**config.mk**
```make
export PLATFORM = sky130hd
export DESIGN_NAME = intc_ctrl
export DESIGN_NICKNAME = d
export VERILOG_FILES = /design/src/hw/rtl/intc_pkg.sv /design/src/hw/rtl/intc_ctrl.sv
export SDC_FILE = /design/constraint.sdc
export NUM_CORES = 1
export LEC_CHECK = 0
export BUFFER_PORTS_ARGS = -buffer_cell sky130_fd_sc_hd__buf_2
export CORE_ASPECT_RATIO = 1.25
export CORE_MARGIN = 2
export CORE_UTILIZATION = 51
export DETAILED_ROUTE_END_ITERATION = 7
export PLACE_DENSITY = 0.77
export SYNTH_ARGS = -nofsm -noshare
export SYNTH_HDL_FRONTEND = slang
export SYNTH_SLANG_ARGS = --single-unit
```
**constraint.sdc**
```tcl
create_clock -name clk -period 6.51 [get_ports clk]
set_input_delay 0.9765 -clock clk [delete_from_list [all_inputs] [get_ports clk]]
set_output_delay 0.9765 -clock clk [all_outputs]
set_load 0.005 [all_outputs]
```
**src/hw/rtl/intc_pkg.sv**
```systemverilog
// Shared types and constants for the intcode processor core.
// Used by the controller, the datapath and the top level; no dependencies.
`default_nettype none

package intc_pkg;

    localparam int MEM_WORDS  = 4096;
    localparam int ADDR_W     = $clog2(MEM_WORDS);
    localparam int WORD_W     = 64;
    localparam int BCD_DIGITS = 5;
    localparam int BCD_W      = 4 * BCD_DIGITS;
    localparam int BITS_PER_DABBLE = 8;

    localparam logic MODE_LOAD = 1'b0;
    localparam logic MODE_STEP = 1'b1;

    typedef enum logic [2:0] {
        ST_RUN    = 3'd0,
        ST_WAIT   = 3'd1,
        ST_HALT   = 3'd2,
        ST_OPCODE = 3'd3,
        ST_MODE   = 3'd4,
        ST_RANGE  = 3'd5
    } status_t;

    typedef enum logic [3:0] {
        OPC_ADD  = 4'd0,
        OPC_MUL  = 4'd1,
        OPC_IN   = 4'd2,
        OPC_OUT  = 4'd3,
        OPC_JNZ  = 4'd4,
        OPC_JZ   = 4'd5,
        OPC_LT   = 4'd6,
        OPC_EQ   = 4'd7,
        OPC_ARB  = 4'd8,
        OPC_HALT = 4'd9,
        OPC_BAD  = 4'd10
    } opc_t;

    typedef enum logic [3:0] {
        OP_NONE    = 4'd0,
        OP_CLEAR   = 4'd1,
        OP_CAPTURE = 4'd2,
        OP_LOAD    = 4'd3,
        OP_FETCH   = 4'd4,
        OP_WORD    = 4'd5,
        OP_DABBLE  = 4'd6,
        OP_SLOT    = 4'd7,
        OP_PARAM   = 4'd8,
        OP_VALUE   = 4'd9,
        OP_MUL     = 4'd10,
        OP_COMMIT  = 4'd11,
        OP_RESPOND = 4'd12
    } dp_op_t;

    typedef struct packed {
        logic               mode;
        logic [11:0]        load_address;
        logic signed [63:0] load_value;
        logic signed [63:0] input_value;
        logic               input_valid;
    } req_t;

    typedef struct packed {
        status_t            status;
        logic               output_valid;
        logic signed [63:0] output_value;
        logic signed [63:0] program_counter;
    } rsp_t;

    typedef struct packed {
        dp_op_t  op;
        logic [1:0] opnd;
        logic    wr;
        logic    set_status;
        status_t code;
    } dp_cmd_t;

    typedef struct packed {
        logic is_load;
        logic runnable;
        logic ip_ok;
        logic word_neg;
        logic dabble_last;
        opc_t opc;
        logic input_ok;
        logic mode_bad;
        logic slot_ok;
        logic addr_ok;
        logic digit_imm;
        logic take;
        logic mul_last;
        logic clr_last;
        logic out_busy;
    } dp_stat_t;

endpackage

`default_nettype wire

```
**src/hw/rtl/intc_ctrl.sv**
```systemverilog
// Controller state machine: sequences fetch, decode, operands and commit.
// Depends on intc_pkg.
`default_nettype none

module intc_ctrl
    import intc_pkg::*;
(
    input  logic     clk,
    input  logic     rst_n,
    input  logic     req_valid,
    output logic     req_ready,
    input  dp_stat_t stat,
    output dp_cmd_t  cmd
);

    typedef enum logic [12:0] {
        S_CLEAR    = 13'b0000000000001,
        S_IDLE     = 13'b0000000000010,
        S_DISPATCH = 13'b0000000000100,
        S_WORD     = 13'b0000000001000,
        S_DECODE   = 13'b0000000010000,
        S_EXEC     = 13'b0000000100000,
        S_OPND     = 13'b0000001000000,
        S_PARAM    = 13'b0000010000000,
        S_VALUE    = 13'b0000100000000,
        S_NEXT     = 13'b0001000000000,
        S_MUL      = 13'b0010000000000,
        S_COMMIT   = 13'b0100000000000,
        S_RESPOND  = 13'b1000000000000
    } state_t;

    state_t     state_reg, state_next;
    logic [1:0] opnd_reg, opnd_next;
    logic       wr_reg, wr_next;

    always_comb
    begin
        state_next     = state_reg;
        opnd_next      = opnd_reg;
        wr_next        = wr_reg;
        cmd.op         = OP_NONE;
        cmd.opnd       = opnd_reg;
        cmd.wr         = wr_reg;
        cmd.set_status = 1'b0;
        cmd.code       = ST_RUN;
        req_ready      = 1'b0;

        case (state_reg)
            S_CLEAR:
            begin
                cmd.op = OP_CLEAR;
                if (stat.clr_last)
                begin
                    state_next = S_IDLE;
                end
            end
            S_IDLE:
            begin
                req_ready = 1'b1;
                if (req_valid)
                begin
                    cmd.op     = OP_CAPTURE;
                    state_next = S_DISPATCH;
                end
            end
            S_DISPATCH:
            begin
                if (stat.is_load)
                begin
                    cmd.op     = OP_LOAD;
                    state_next = S_RESPOND;
                end
                else if (!stat.runnable)
                begin
                    state_next = S_RESPOND;
                end
                else if (!stat.ip_ok)
                begin
                    cmd.set_status = 1'b1;
                    cmd.code       = ST_RANGE;
                    state_next     = S_RESPOND;
                end
                else
                begin
                    cmd.op     = OP_FETCH;
                    state_next = S_WORD;
                end
            end
            S_WORD:
            begin
                cmd.op     = OP_WORD;
                state_next = S_DECODE;
            end
            S_DECODE:
            begin
                if (stat.word_neg)
                begin
                    cmd.set_status = 1'b1;
                    cmd.code       = ST_OPCODE;
                    state_next     = S_RESPOND;
                end
                else
                begin
                    cmd.op = OP_DABBLE;
                    if (stat.dabble_last)
                    begin
                        state_next = S_EXEC;
                    end
                end
            end
            S_EXEC:
            begin
                opnd_next = 2'd0;
                wr_next   = 1'b0;
                case (stat.opc)
                    OPC_BAD:
                    begin
                        cmd.set_status = 1'b1;
                        cmd.code       = ST_OPCODE;
                        state_next     = S_RESPOND;
                    end
                    OPC_HALT:
                    begin
                        cmd.set_status = 1'b1;
                        cmd.code       = ST_HALT;
                        state_next     = S_RESPOND;
                    end
                    OPC_IN:
                    begin
                        if (!stat.input_ok)
                        begin
                            cmd.set_status = 1'b1;
                            cmd.code       = ST_WAIT;
                            state_next     = S_RESPOND;
                        end
                        else
                        begin
                            wr_next    = 1'b1;
                            state_next = S_OPND;
                        end
                    end
                    default:
                    begin
                        state_next = S_OPND;
                    end
                endcase
            end
            S_OPND:
            begin
                if (stat.mode_bad)
                begin
                    cmd.set_status = 1'b1;
                    cmd.code       = ST_MODE;
                    state_next     = S_RESPOND;
                end
                else if (!stat.slot_ok)
                begin
                    cmd.set_status = 1'b1;
                    cmd.code       = ST_RANGE;
                    state_next     = S_RESPOND;
                end
                else
                begin
                    cmd.op     = OP_SLOT;
                    state_next = S_PARAM;
                end
            end
            S_PARAM:
            begin
                cmd.op = OP_PARAM;
                if (!stat.addr_ok)
                begin
                    cmd.set_status = 1'b1;
                    cmd.code       = ST_RANGE;
                    state_next     = S_RESPOND;
                end
                else if (wr_reg || stat.digit_imm)
                begin
                    state_next = S_NEXT;
                end
                else
                begin
                    state_next = S_VALUE;
                end
            end
            S_VALUE:
            begin
                cmd.op     = OP_VALUE;
                state_next = S_NEXT;
            end
            S_NEXT:
            begin
                case (stat.opc)
                    OPC_ADD, OPC_MUL, OPC_LT, OPC_EQ:
                    begin
                        if (opnd_reg == 2'd0)
                        begin
                            opnd_next  = 2'd1;
                            state_next = S_OPND;
                        end
                        else if (opnd_reg == 2'd1)
                        begin
                            opnd_next  = 2'd2;
                            wr_next    = 1'b1;
                            state_next = S_OPND;
                        end
                        else if (stat.opc == OPC_MUL)
                        begin
                            state_next = S_MUL;
                        end
                        else
                        begin
                            state_next = S_COMMIT;
                        end
                    end
                    OPC_JNZ, OPC_JZ:
                    begin
                        // The target is decoded only when the jump is taken.
                        if (opnd_reg == 2'd0 && stat.take)
                        begin
                            opnd_next  = 2'd1;
                            state_next = S_OPND;
                        end
                        else
                        begin
                            state_next = S_COMMIT;
                        end
                    end
                    default:
                    begin
                        state_next = S_COMMIT;
                    end
                endcase
            end
            S_MUL:
            begin
                cmd.op = OP_MUL;
                if (stat.mul_last)
                begin
                    state_next = S_COMMIT;
                end
            end
            S_COMMIT:
            begin
                cmd.op     = OP_COMMIT;
                state_next = S_RESPOND;
            end
            S_RESPOND:
            begin
                if (!stat.out_busy)
                begin
                    cmd.op     = OP_RESPOND;
                    state_next = S_IDLE;
                end
            end
            default:
            begin
                state_next = S_IDLE;
            end
        endcase
    end

    always_ff @(posedge clk or negedge rst_n)
    begin
        if (!rst_n)
        begin
            state_reg <= S_CLEAR;
            opnd_reg  <= 2'd0;
            wr_reg    <= 1'b0;
        end
        else
        begin
            state_reg <= state_next;
            opnd_reg  <= opnd_next;
            wr_reg    <= wr_next;
        end
    end

endmodule

`default_nettype wire

```
==> summary.md, run 1 <==
| Metric | Value |
|---|---|
| Worst Path Required | `approximately 5.5 ns` |
| # fillers | `236` |
| DRT Pass-1 Iters | `4` |
| Crit-path max FO | `9` |
| Clk sink count | `16` |
| Met3 Track Usage GR | `0.0311` |
| Hold Fails Final Rpt | `0` |
| Critical path cell sequence | `nor4_1 > nand4_1 > nor3_1 > a21oi_1 > nand3_1 > buf_2` |
| Post-Syn Nets | `between 150 and 200` |
| Layout area overhead | `12.7%` |
| CTS tree | `built` |
| Run status | `complete, no violations` |
| CP arrival | `between 2 and 3 ns` |
| ANT nets after route | `0` |
| Adder-Cell Fraction of Synth Area | `0` |
| Reg2reg start | `state_reg[4]` |
| Leakage | `between 0.7 and 0.8 nW` |
| Mux cell area share after synthesis | `0.0156` |
| Worst VDD drop | `between 100 and 150 µV` |
| Clock root buffer | `clkbuf_4` |
| RR Endpoint | `state_reg[1]` |
| Global Route met2 Usage | `0.449` |
| Synth Area in Simple Gates | `0.441` |
| Final period utilization | `0.543` |
| Main combinational cell family by area after synthesis | `simple AND/OR/NAND/NOR gates` |
| WL/cell | `around 16 µm` |
| Critical path's largest stage delay | `around 0.63 ns` |
| Met1 usage | `0.283` |
| Drt drc | `0` |
| Initial core utilization | `0.549` |
| Seq cells post-synth | `16` |
| Ys flop type | `dfrtp_1` |
| Via count | `1373` |
| CTS clock-pin slew for the worst setup and hold paths | `0.11 ns` |
| Syn Area/Cell | `between 8 and 9 µm²` |
| Post-Synth XOR/XNOR Area | `0.0322` |
| Grt ovf | `0` |
| Slowest stage cell, crit path | `nor4_1` |
| Asr flop ratio synth | `1.00` |
| Total wire length | `about 3600 µm` |
| Mapped Cells | `around 170` |
| Vias per inst | `between 6 and 7` |
| Crit end category | `output pin` |
| Antenna cells | `0` |
| GPL Wtd Cong | `0.902` |
| Core area | `about 0.0025 mm²` |
| Most frequent cells in the layout | `buf_2, nor2_1, dfrtp_1` |
| First-pass GRT wire length | `approximately 5700 µm` |
| Critical Path End | `cmd[8]` |
| Minimum hold slack | `~0.53 ns` |
| CTS resizes | `0` |
| Port bufs | `32` |
| Layout cell share with drive strength beyond 1 | `0.247` |
| Number of I/O pins | `33` |
| Leading cell type in the layout, fill and taps excluded | `buf_2` |
| Worst r2r path cells | `5` |
| Power Dens Cells | `227 mW/mm²` |
| Setup TNS | `0 ns` |
| Crit path kind | `register to output pin` |
| Distinct cells, synth | `50` |
| Worst setup SP type | `register` |
| Final net count | `216` |
| Fin Clk Skew | `0.00934 ns` |
| Actual transition at the worst max-transition pin | `about 0.70 ns` |
| Max-slew headroom | `0.528` |
| Tot GR Track Use | `0.244` |
| CTS Buffer Depth | `2` |
| Max cap viols | `0` |
| Final setup viols | `0` |
| Fmax | `about 0.28 GHz` |
| Register area share after synthesis | `0.295` |
| Cts bufs inserted | `3` |
| Worst skew pair latency | `0.30 ns` |
| Compound-cell area share of the yosys netlist | `0.152` |
| Vias in the first global route | `1249` |
| Crit path launch | `state_reg[3]` |
| Chip Height | `around 60 µm` |
| Die ar. | `between 0.003 and 0.004 mm²` |
| Reg2Reg Setup Slack | `approximately 4.2 ns` |
| Synthesis Warnings | `0` |
| Post-DP HPWL | `between 2000 and 3000 µm` |
| H-tree depth | `1` |
| Min cycle time layout | `around 3.5 ns` |
| Min-delay worst type | `register to register` |
| Initial detailed-routing violation count | `71` |
| Max reg flops | `13` |
| Hold buffer count at cts | `0` |
| Die X | `about 50 µm` |
| Mapped Area | `0.00136 mm²` |
| Post-CTS Setup Bufs | `0` |
| Post-synth EDFFs | `0` |
| Initial antenna violation count | `0` |
| Hold_sp | `wr_reg` |
| FP Rows | `20` |
| RSZ-0062 raised after global routing | `no` |
| Pins over their slew limit | `0` |
| Top Usage Layer GRT | `met2` |
| Pin count of the biggest net entering global routing | `17` |
[logic make-up after synthesis]
family,after synthesis
AOI/OAI and AO/OA,33
muxes,2
and+or+nand+nor,96
DFF,16
xor gates and xnor gates,5
buffers and inverters,17
[final cells by class]
class	instances	area (µm²)	share of cell area
Multi-Input combinational cell	136	872	0.569
Sequential cell	16	402	0.262
Timing Repair Buffer	32	160	0.104
Tap cell	33	41.3	0.0269
Clock buffer	4	36.3	0.0237
Inverter	6	22.5	0.0147
[stage by stage]
| step | instance area, µm² | setup slack, ns | utilization | cells | total power (W) |
|---|---|---|---|---|---|
| after global placement | 1500 | 3.41 | 0.605 | 223 | 0.000272 |
| after global routing | 1530 | 2.84 | 0.619 | 227 | 0.000372 |
| after CTS | 1530 | 3.03 | 0.619 | 227 | 0.000347 |
| final | 1530 | 2.97 | 0.619 | 227 | 0.000349 |
| after floorplan | 1360 | 3.66 | - | 169 | 0.000248 |
| after detailed placement | 1500 | 3.37 | 0.605 | 223 | 0.000279 |
[metal layers]
layer / routed length, µm / up-vias
met5: 0 / -
met4: 81 / 0
met3: 181 / 9
met2: 1900 / 50
met1: 1390 / 633
li1: - / 681
[cell usage after synthesis, types with 2 or more instances]
cell type   n  area share
or4b_2      2       0.015
nor3_1      9       0.033
nor4_1      8       0.037
inv_1       6       0.017
nor4b_1     2       0.013
a21oi_1    11       0.040
buf_6       2       0.017
or4_1       2       0.011
a211oi_1    2       0.011
nor2_1     16       0.044
o21ai_1     2      0.0074
dfrtp_1    15        0.28
nand3b_1    3       0.017
nor2b_1     3       0.014
o21ai_0     8       0.029
nor3b_1     4       0.022
or4b_1      2       0.015
buf_4       2       0.011
or4_4       2       0.017
xnor2_1     4       0.026
nand3_1    10       0.037
nor4_4      2       0.031
clkbuf_1    5       0.014
nand2b_1    4       0.018
nand4_1     5       0.023
nand2_1    13       0.036
or3b_2      2       0.013
[worst min path at each step]
stage,cells after the start,endpoint
after global routing,1,state_reg[8]
final,1,state_reg[8]
after global placement,1,state_reg[8]
after CTS,1,state_reg[8]
after floorplan,1,state_reg[8]
after detailed placement,1,state_reg[8]
[where the power goes]
part           switching, W  leakage (nW)  internal, W
registers         0.0000208         0.216     0.000107
clock network     0.0000353        0.0210    0.0000342
logic             0.0000868         0.478    0.0000643
total              0.000143         0.715     0.000206
[worst max-delay path, delay by kind of cell, from the launching register on]
| kind | cells | cell delay [ns] |
|---|---|---|
| buf+inv | 1 | 0.12 |
| simple gates | 4 | 1.50 |
| compound gates | 1 | 0.13 |
| flops | 1 | 0.50 |
Power figures use the tool's default switching activity.
==> run 2, diff against run 1 <==
Settings changed: ABC_AREA set to 1, PLACE_DENSITY 0.77 to 0.76.
Clock period 6.51 ns to 3.65 ns, I/O delays scaled along.
==> run 2 against run 1 <==
Compared with the run above:
- clock skew is 0.0082 ns lower
- utilization is 0.29 points lower
- first-iteration DRC count is 45% lower
- synthesized area is 5.9% higher
- non-clock buffer count stayed put
- sequential power is 60% higher
- critical endpoint is now cmd[0]
==> summary.md, run 2 <==
| Metric | Value |
|---|---|
| Run status | `complete, no violations` |
| RSZ-0062 raised after global routing | `no` |
| Worst VDD drop | `~230 µV` |
| Final net count | `280` |
| Die X | `51.6 µm` |
| Vias in the first global route | `around 1.4k` |
| Post-Syn Nets | `between 200 and 250` |
| Main combinational cell family by area after synthesis | `simple AND/OR/NAND/NOR gates` |
| CTS clock-pin slew for the worst setup and hold paths | `about 0.090 ns` |
| Synth Area in Simple Gates | `0.536` |
| FP Rows | `21` |
| Antenna cells | `0` |
| Crit path kind | `register to output pin` |
| Sw Share | `0.433` |
| Distinct cells, synth | `31` |
| Core area | `roughly 0.0027 mm²` |
| Asr flop ratio synth | `1.00` |
| Grt ovf | `0` |
| Leakage | `just over 1 nW` |
| Ys flop type | `dfrtp_1` |
| Min cycle time layout | `~2.5 ns` |
| Slowest stage cell, crit path | `dfrtp_1` |
| Number of I/O pins | `33` |
| Adder-Cell Fraction of Synth Area | `0` |
| Global Route met2 Usage | `0.394` |
| Fmax | `approximately 0.40 GHz` |
| Critical path cell sequence | `nor2_2 > nand2_2 > nor2_8 > nand2_1 > inv_1 > nand4_1 > nand2_1 > inv_2 > nand3b_2 > buf_2` |
| Post-CTS Setup Bufs | `0` |
| Worst Path Buf+Inv | `3` |
| Met3 Track Usage GR | `0.0190` |
| Mapped Area | `about 0.0014 mm²` |
| Top Usage Layer GRT | `met2` |
| Post-DP HPWL | `2740 µm` |
| Final setup viols | `0` |
| Max cap viols | `0` |
| Most common cell on crit path | `nand2_1` |
| WL/cell | `about 11 µm` |
| Pin count of the biggest net entering global routing | `17` |
| CTS resizes | `0` |
| Initial core utilization | `0.538` |
| Count leader, synth | `nand2_1` |
| Min-delay worst type | `input port to asynchronous set/reset pin` |
| Int Pwr | `between 0.0003 and 0.0004 W` |
| Max reg flops | `13` |
| Top delay family on crit path | `simple AND/OR/NAND/NOR gates` |
| Pins over their slew limit | `0` |
| Max-slew headroom | `0.754` |
| Power Dens Cells | `about 350 mW/mm²` |
| Reg2reg start | `state_reg[10]` |
| Tot GR Track Use | `0.224` |
| Vias per inst | `5.13` |
| Share of the synthesized area in the top cell type | `0.260` |
| Initial antenna violation count | `0` |
| ANT nets after route | `0` |
| Port bufs | `32` |
| Sequential share of power | `0.358` |
| Crit-path max FO | `16` |
| Dpl cells | `around 290` |
| Largest area contributor in the netlist | `dfrtp_1` |
| Syn Area/Cell | `6.43 µm²` |
| Clk pwr share | `0.174` |
| Register area share after synthesis | `0.279` |
| Comb pwr share | `0.468` |
| Hold Fails Final Rpt | `0` |
| CP arrival | `1.94 ns` |
| Leading cell type in the layout, fill and taps excluded | `nand2_1` |
| Critical path's largest stage delay | `around 0.41 ns` |
| Total wire length | `about 3300 µm` |
| Worst skew pair latency | `~0.29 ns` |
| H-tree depth | `1` |
| Die ar. | `between 0.003 and 0.004 mm²` |
| Minimum hold slack | `approximately 0.15 ns` |
| Seq cells post-synth | `16` |
| Chip Height | `63.4 µm` |
| Crit end category | `output pin` |
| DRT Pass-1 Iters | `5` |
| Fin Clk Skew | `0.00113 ns` |
| Setup TNS | `0 ns` |
| Met1 usage | `0.269` |
| Post-Synth XOR/XNOR Area | `0` |
| First-pass GRT wire length | `about 5600 µm` |
| Via count | `approximately 1.5k` |
| Worst Path Required | `between 3 and 4 ns` |
| Reg2Reg Setup Slack | `between 2 and 2.5 ns` |
| Layout area overhead | `14.6%` |
| Initial detailed-routing violation count | `39` |
| Post-synth EDFFs | `0` |
| CTS Buffer Depth | `2` |
| Clk sink count | `16` |
| Final period utilization | `0.681` |
| RR Endpoint | `state_reg[5]` |
| Synth cell count leaders | `nand2_1, nor2_1, inv_1, nand3_1, dfrtp_1` |
| CTS tree | `built` |
| Net Switching | `approximately 0.00025 W` |
| Cts bufs inserted | `3` |
| Synthesis Warnings | `0` |
| Most frequent cells in the layout | `nand2_1, nor2_1, inv_1` |
| Drt drc | `0` |
| Worst r2r path cells | `8` |
| Mapped Cells | `~220` |
| Layout cell share with drive strength beyond 1 | `0.271` |
| Actual transition at the worst max-transition pin | `around 0.37 ns` |
| Ranking of synthesized cells by area | `dfrtp_1, nand2_1, nor2_1` |
| GPL Wtd Cong | `0.866` |
| Hold buffer count at cts | `0` |
| Fin cells | `around 290` |
| Mux cell area share after synthesis | `0` |
| Compound-cell area share of the yosys netlist | `0.0694` |
| Worst setup SP type | `register` |
| Clock root buffer | `clkbuf_4` |
==> run 2: layout make-up <==
type	count	area, µm²
clock buffer	4	26.3
multi-input combinational	167	873
timing repair buffer	32	160
sequential	16	402
fill	278	1030
inverter	39	148
tap	34	42.5
==> run 2: layer usage <==
metal,up-vias,part of all wire
li1,774,-
met1,686,0.43
met2,34,0.52
met3,5,0.028
met4,0,0.021
met5,-,0
==> run 2: power groups by stage <==
stage               Sequential (W)   Clock, W  Combinational [W]
floorplan                 0.000206          0           0.000204
global placement          0.000208          0           0.000267
detailed placement        0.000208          0           0.000268
CTS                       0.000204   0.000102           0.000269
global route              0.000206   0.000113           0.000302
finish                    0.000205  0.0000993           0.000267
==> run 2: cell families (layout without fill, tap and decap cells) <==
group                  after synthesis  count (layout)
buffers and inverters               41              75
AO/OA/AOI/OAI                       17              17
AND/OR/NAND/NOR                    150             150
flip-flops                          16              16
==> run 2: worst max-delay path by stage <==
stage,from,endpoint,cells past startpoint
2_1_floorplan,state_reg[10],cmd[0],10
3_3_place_gp,state_reg[8],cmd[2],10
3_5_place_dp,state_reg[8],cmd[0],10
4_1_cts,state_reg[10],cmd[0],10
5_1_grt,state_reg[10],cmd[2],10
6_report,state_reg[10],cmd[0],10
==> run 2: worst register-to-register path: stages, from the launching register on <==
cell and delay [ns]:
dfrtp_1 0.41, nor2_2 0.17, nand2_2 0.13, nor2_8 0.23, nand2_1 0.16, nor2_1 0.19, nor3_2 0.08, nand2_2 0.10
nor2_2 0.04
==> run 2: metrics by stage <==
stage	setup WS, ns	util	total power (W)	instance area (µm²)
6_report	1.16	0.616	0.000571	1650
5_1_grt	0.989	0.616	0.000621	1650
4_1_cts	1.14	0.616	0.000575	1650
3_5_place_dp	1.48	0.606	0.000476	1630
3_3_place_gp	1.46	0.606	0.000475	1630
2_1_floorplan	1.81	-	0.000410	1440
==> run 3, diff against run 2 <==
Settings changed: ABC_AREA 1 to 0, PLACE_DENSITY 0.76 to 0.77.
Clock period 3.65 ns to 2.6 ns, I/O delays scaled along.
==> run 3 against run 2 <==
Compared with the run above:
- die area shrank 5.2%
- setup slack lost 1.1 ns
- cell area grew 9.1%
- critical path depth shrank 4
- non-clock buffer count grew 22
- clock skew is essentially flat
- sequential share of layout area shrank 1.5 points
- global-route usage grew 5.4 points
- first-iteration DRC count grew 100%
- total power grew 88%
- critical path type unchanged
- critical endpoint is now cmd[8]
==> summary.md, run 3 (synthesized netlist as in run 1, its figures left out) <==
| Metric | Value |
|---|---|
| Met2 Wirelength | `~2300 µm` |
| Fmax | `between 0.3 and 0.4 GHz` |
| GPL Wtd Cong | `between 0.9 and 1` |
| Crit-path max FO | `4` |
| Worst r2r path cells | `6` |
| Hold buffer count at cts | `0` |
| CP arrival | `about 2.2 ns` |
| First-pass GRT wire length | `between 6000 and 7000 µm` |
| Actual transition at the worst max-transition pin | `around 0.39 ns` |
| Worst setup SP type | `register` |
| Core area | `approximately 0.0025 mm²` |
| # fillers | `190` |
| H-tree depth | `1` |
| FP Rows | `20` |
| Clock root buffer | `clkbuf_4` |
| Reg2reg start | `state_reg[4]` |
| Worst Path Required | `approximately 2.2 ns` |
| Antenna cells | `0` |
| Post-DP HPWL | `3060 µm` |
| Chip Height | `about 60 µm` |
| Multi-input gate area | `965 µm²` |
| RSZ-0062 raised after global routing | `yes` |
| DRT Pass-1 Iters | `4` |
| Drt drc | `0` |
| Die X | `50.2 µm` |
| ANT nets after route | `0` |
| Power Dens Cells | `around 600 mW/mm²` |
| Pin count of the biggest net entering global routing | `17` |
| Layout cell share with drive strength beyond 1 | `0.421` |
| Worst VDD drop | `around 500 µV` |
| Grt ovf | `0` |
| Pins over their slew limit | `0` |
| Reg2Reg Setup Slack | `between 0.3 and 0.4 ns` |
| CTS Buffer Depth | `2` |
| Max reg flops | `13` |
| Total wire length | `4320 µm` |
| Run status | `complete, no violations` |
| Minimum hold slack | `between 0.002 and 0.0025 ns` |
| Crit path launch | `state_reg[4]` |
| FF+latch area | `a little over 400 µm²` |
| Leading cell type in the layout, fill and taps excluded | `buf_2` |
| Most frequent cells in the layout | `buf_2, buf_4, nor2_1` |
| Leakage | `approximately 0.84 nW` |
| Final setup viols | `0` |
| Hold Fails Final Rpt | `0` |
| Initial core utilization | `0.549` |
| Number of I/O pins | `33` |
| Vias in the first global route | `1417` |
| Worst skew pair latency | `approximately 0.29 ns` |
| Clk sink count | `16` |
| CTS clock-pin slew for the worst setup and hold paths | `0.10 ns` |
| Vias per inst | `between 6 and 7` |
| Max-slew headroom | `0.738` |
| Final Core Density | `0.727` |
| Met3 WL | `301 µm` |
| Max cap viols | `0` |
| RR Endpoint | `state_reg[12]` |
| Crit path kind | `register to output pin` |
| Port bufs | `32` |
| Final period utilization | `0.990` |
| Cts bufs inserted | `3` |
| Layout area overhead | `32.4%` |
| Initial detailed-routing violation count | `79` |
| Tot GR Track Use | `0.278` |
| Die ar. | `slightly above 0.003 mm²` |
| Initial antenna violation count | `0` |
| Via count | `approximately 1.6k` |
| Fin Clk Skew | `approximately 0.0012 ns` |
| Max Used Layer | `met4` |
| WL/cell | `17.3 µm` |
| Met1 wire length | `approximately 1600 µm` |
| Crit end category | `output pin` |
| Min cycle time layout | `between 2 and 3 ns` |
| Final net count | `roughly 240` |
| CTS tree | `built` |
| Min-delay worst type | `input port to asynchronous set/reset pin` |
run 3: report_power, final:
part / switching, W / total, W / internal (W)
logic: 0.000316 / 0.000604 / 0.000288
clock network: 0.0000863 / 0.000172 / 0.0000854
registers: 0.0000282 / 0.000299 / 0.000271
total: 0.000430 / 0.00107 / 0.000645
run 3: what timing repair did:
| item | in CTS | in global routing |
|---|---|---|
| buffers inserted | 9 | 3 |
| endpoints found under the setup margin | 4 | 9 |
| gates resized for setup | 6 | 19 |
| pin swaps | 2 | 6 |
run 3: how the worst max path moves through the flow:
stage / end / slack [ns] / depth (start not counted)
floorplan: cmd[8] / 0.33 / 7
global placement: cmd[8] / 0.28 / 6
detailed placement: cmd[8] / 0.20 / 6
CTS: cmd[8] / 0.005 / 6
global route: cmd[8] / -0.04 / 6
finish: cmd[8] / 0.03 / 6
run 3: final cells by class:
type,count,share of cell area
Multi-Input combinational cell,136,0.535
Timing Repair Buffer,54,0.181
Clock buffer,4,0.0201
Tap cell,33,0.0229
Sequential cell,16,0.228
Inverter,6,0.0125
run 3: metal layers:
layer	global-route usage	up-vias
met2	0.526	83
met4	0.0992	0
met1	0.326	741
li1	-	726
met5	0	-
met3	0.0359	12
run 3: per-stage QoR:
| step | worst slack (ns) | instance area (µm²) | setup TNS, ns | std cells | total power, W |
|---|---|---|---|---|---|
| global route | -0.0410 | 1800 | -0.109 | 249 | 0.00114 |
| CTS | 0.00550 | 1690 | 0 | 246 | 0.000988 |
| global placement | 0.282 | 1570 | 0 | 233 | 0.000746 |
| detailed placement | 0.202 | 1570 | 0 | 233 | 0.000759 |
| floorplan | 0.334 | 1360 | 0 | 169 | 0.000620 |
| finish | 0.0262 | 1800 | 0 | 249 | 0.00107 |
run 3: critical path: stages (launching register included):
cell and delay, ns:
dfrtp_2 0.44, or4_4 0.53, or4_4 0.54, nor3_2 0.13, a21oi_1 0.06, nand3_1 0.08
buf_2 0.11
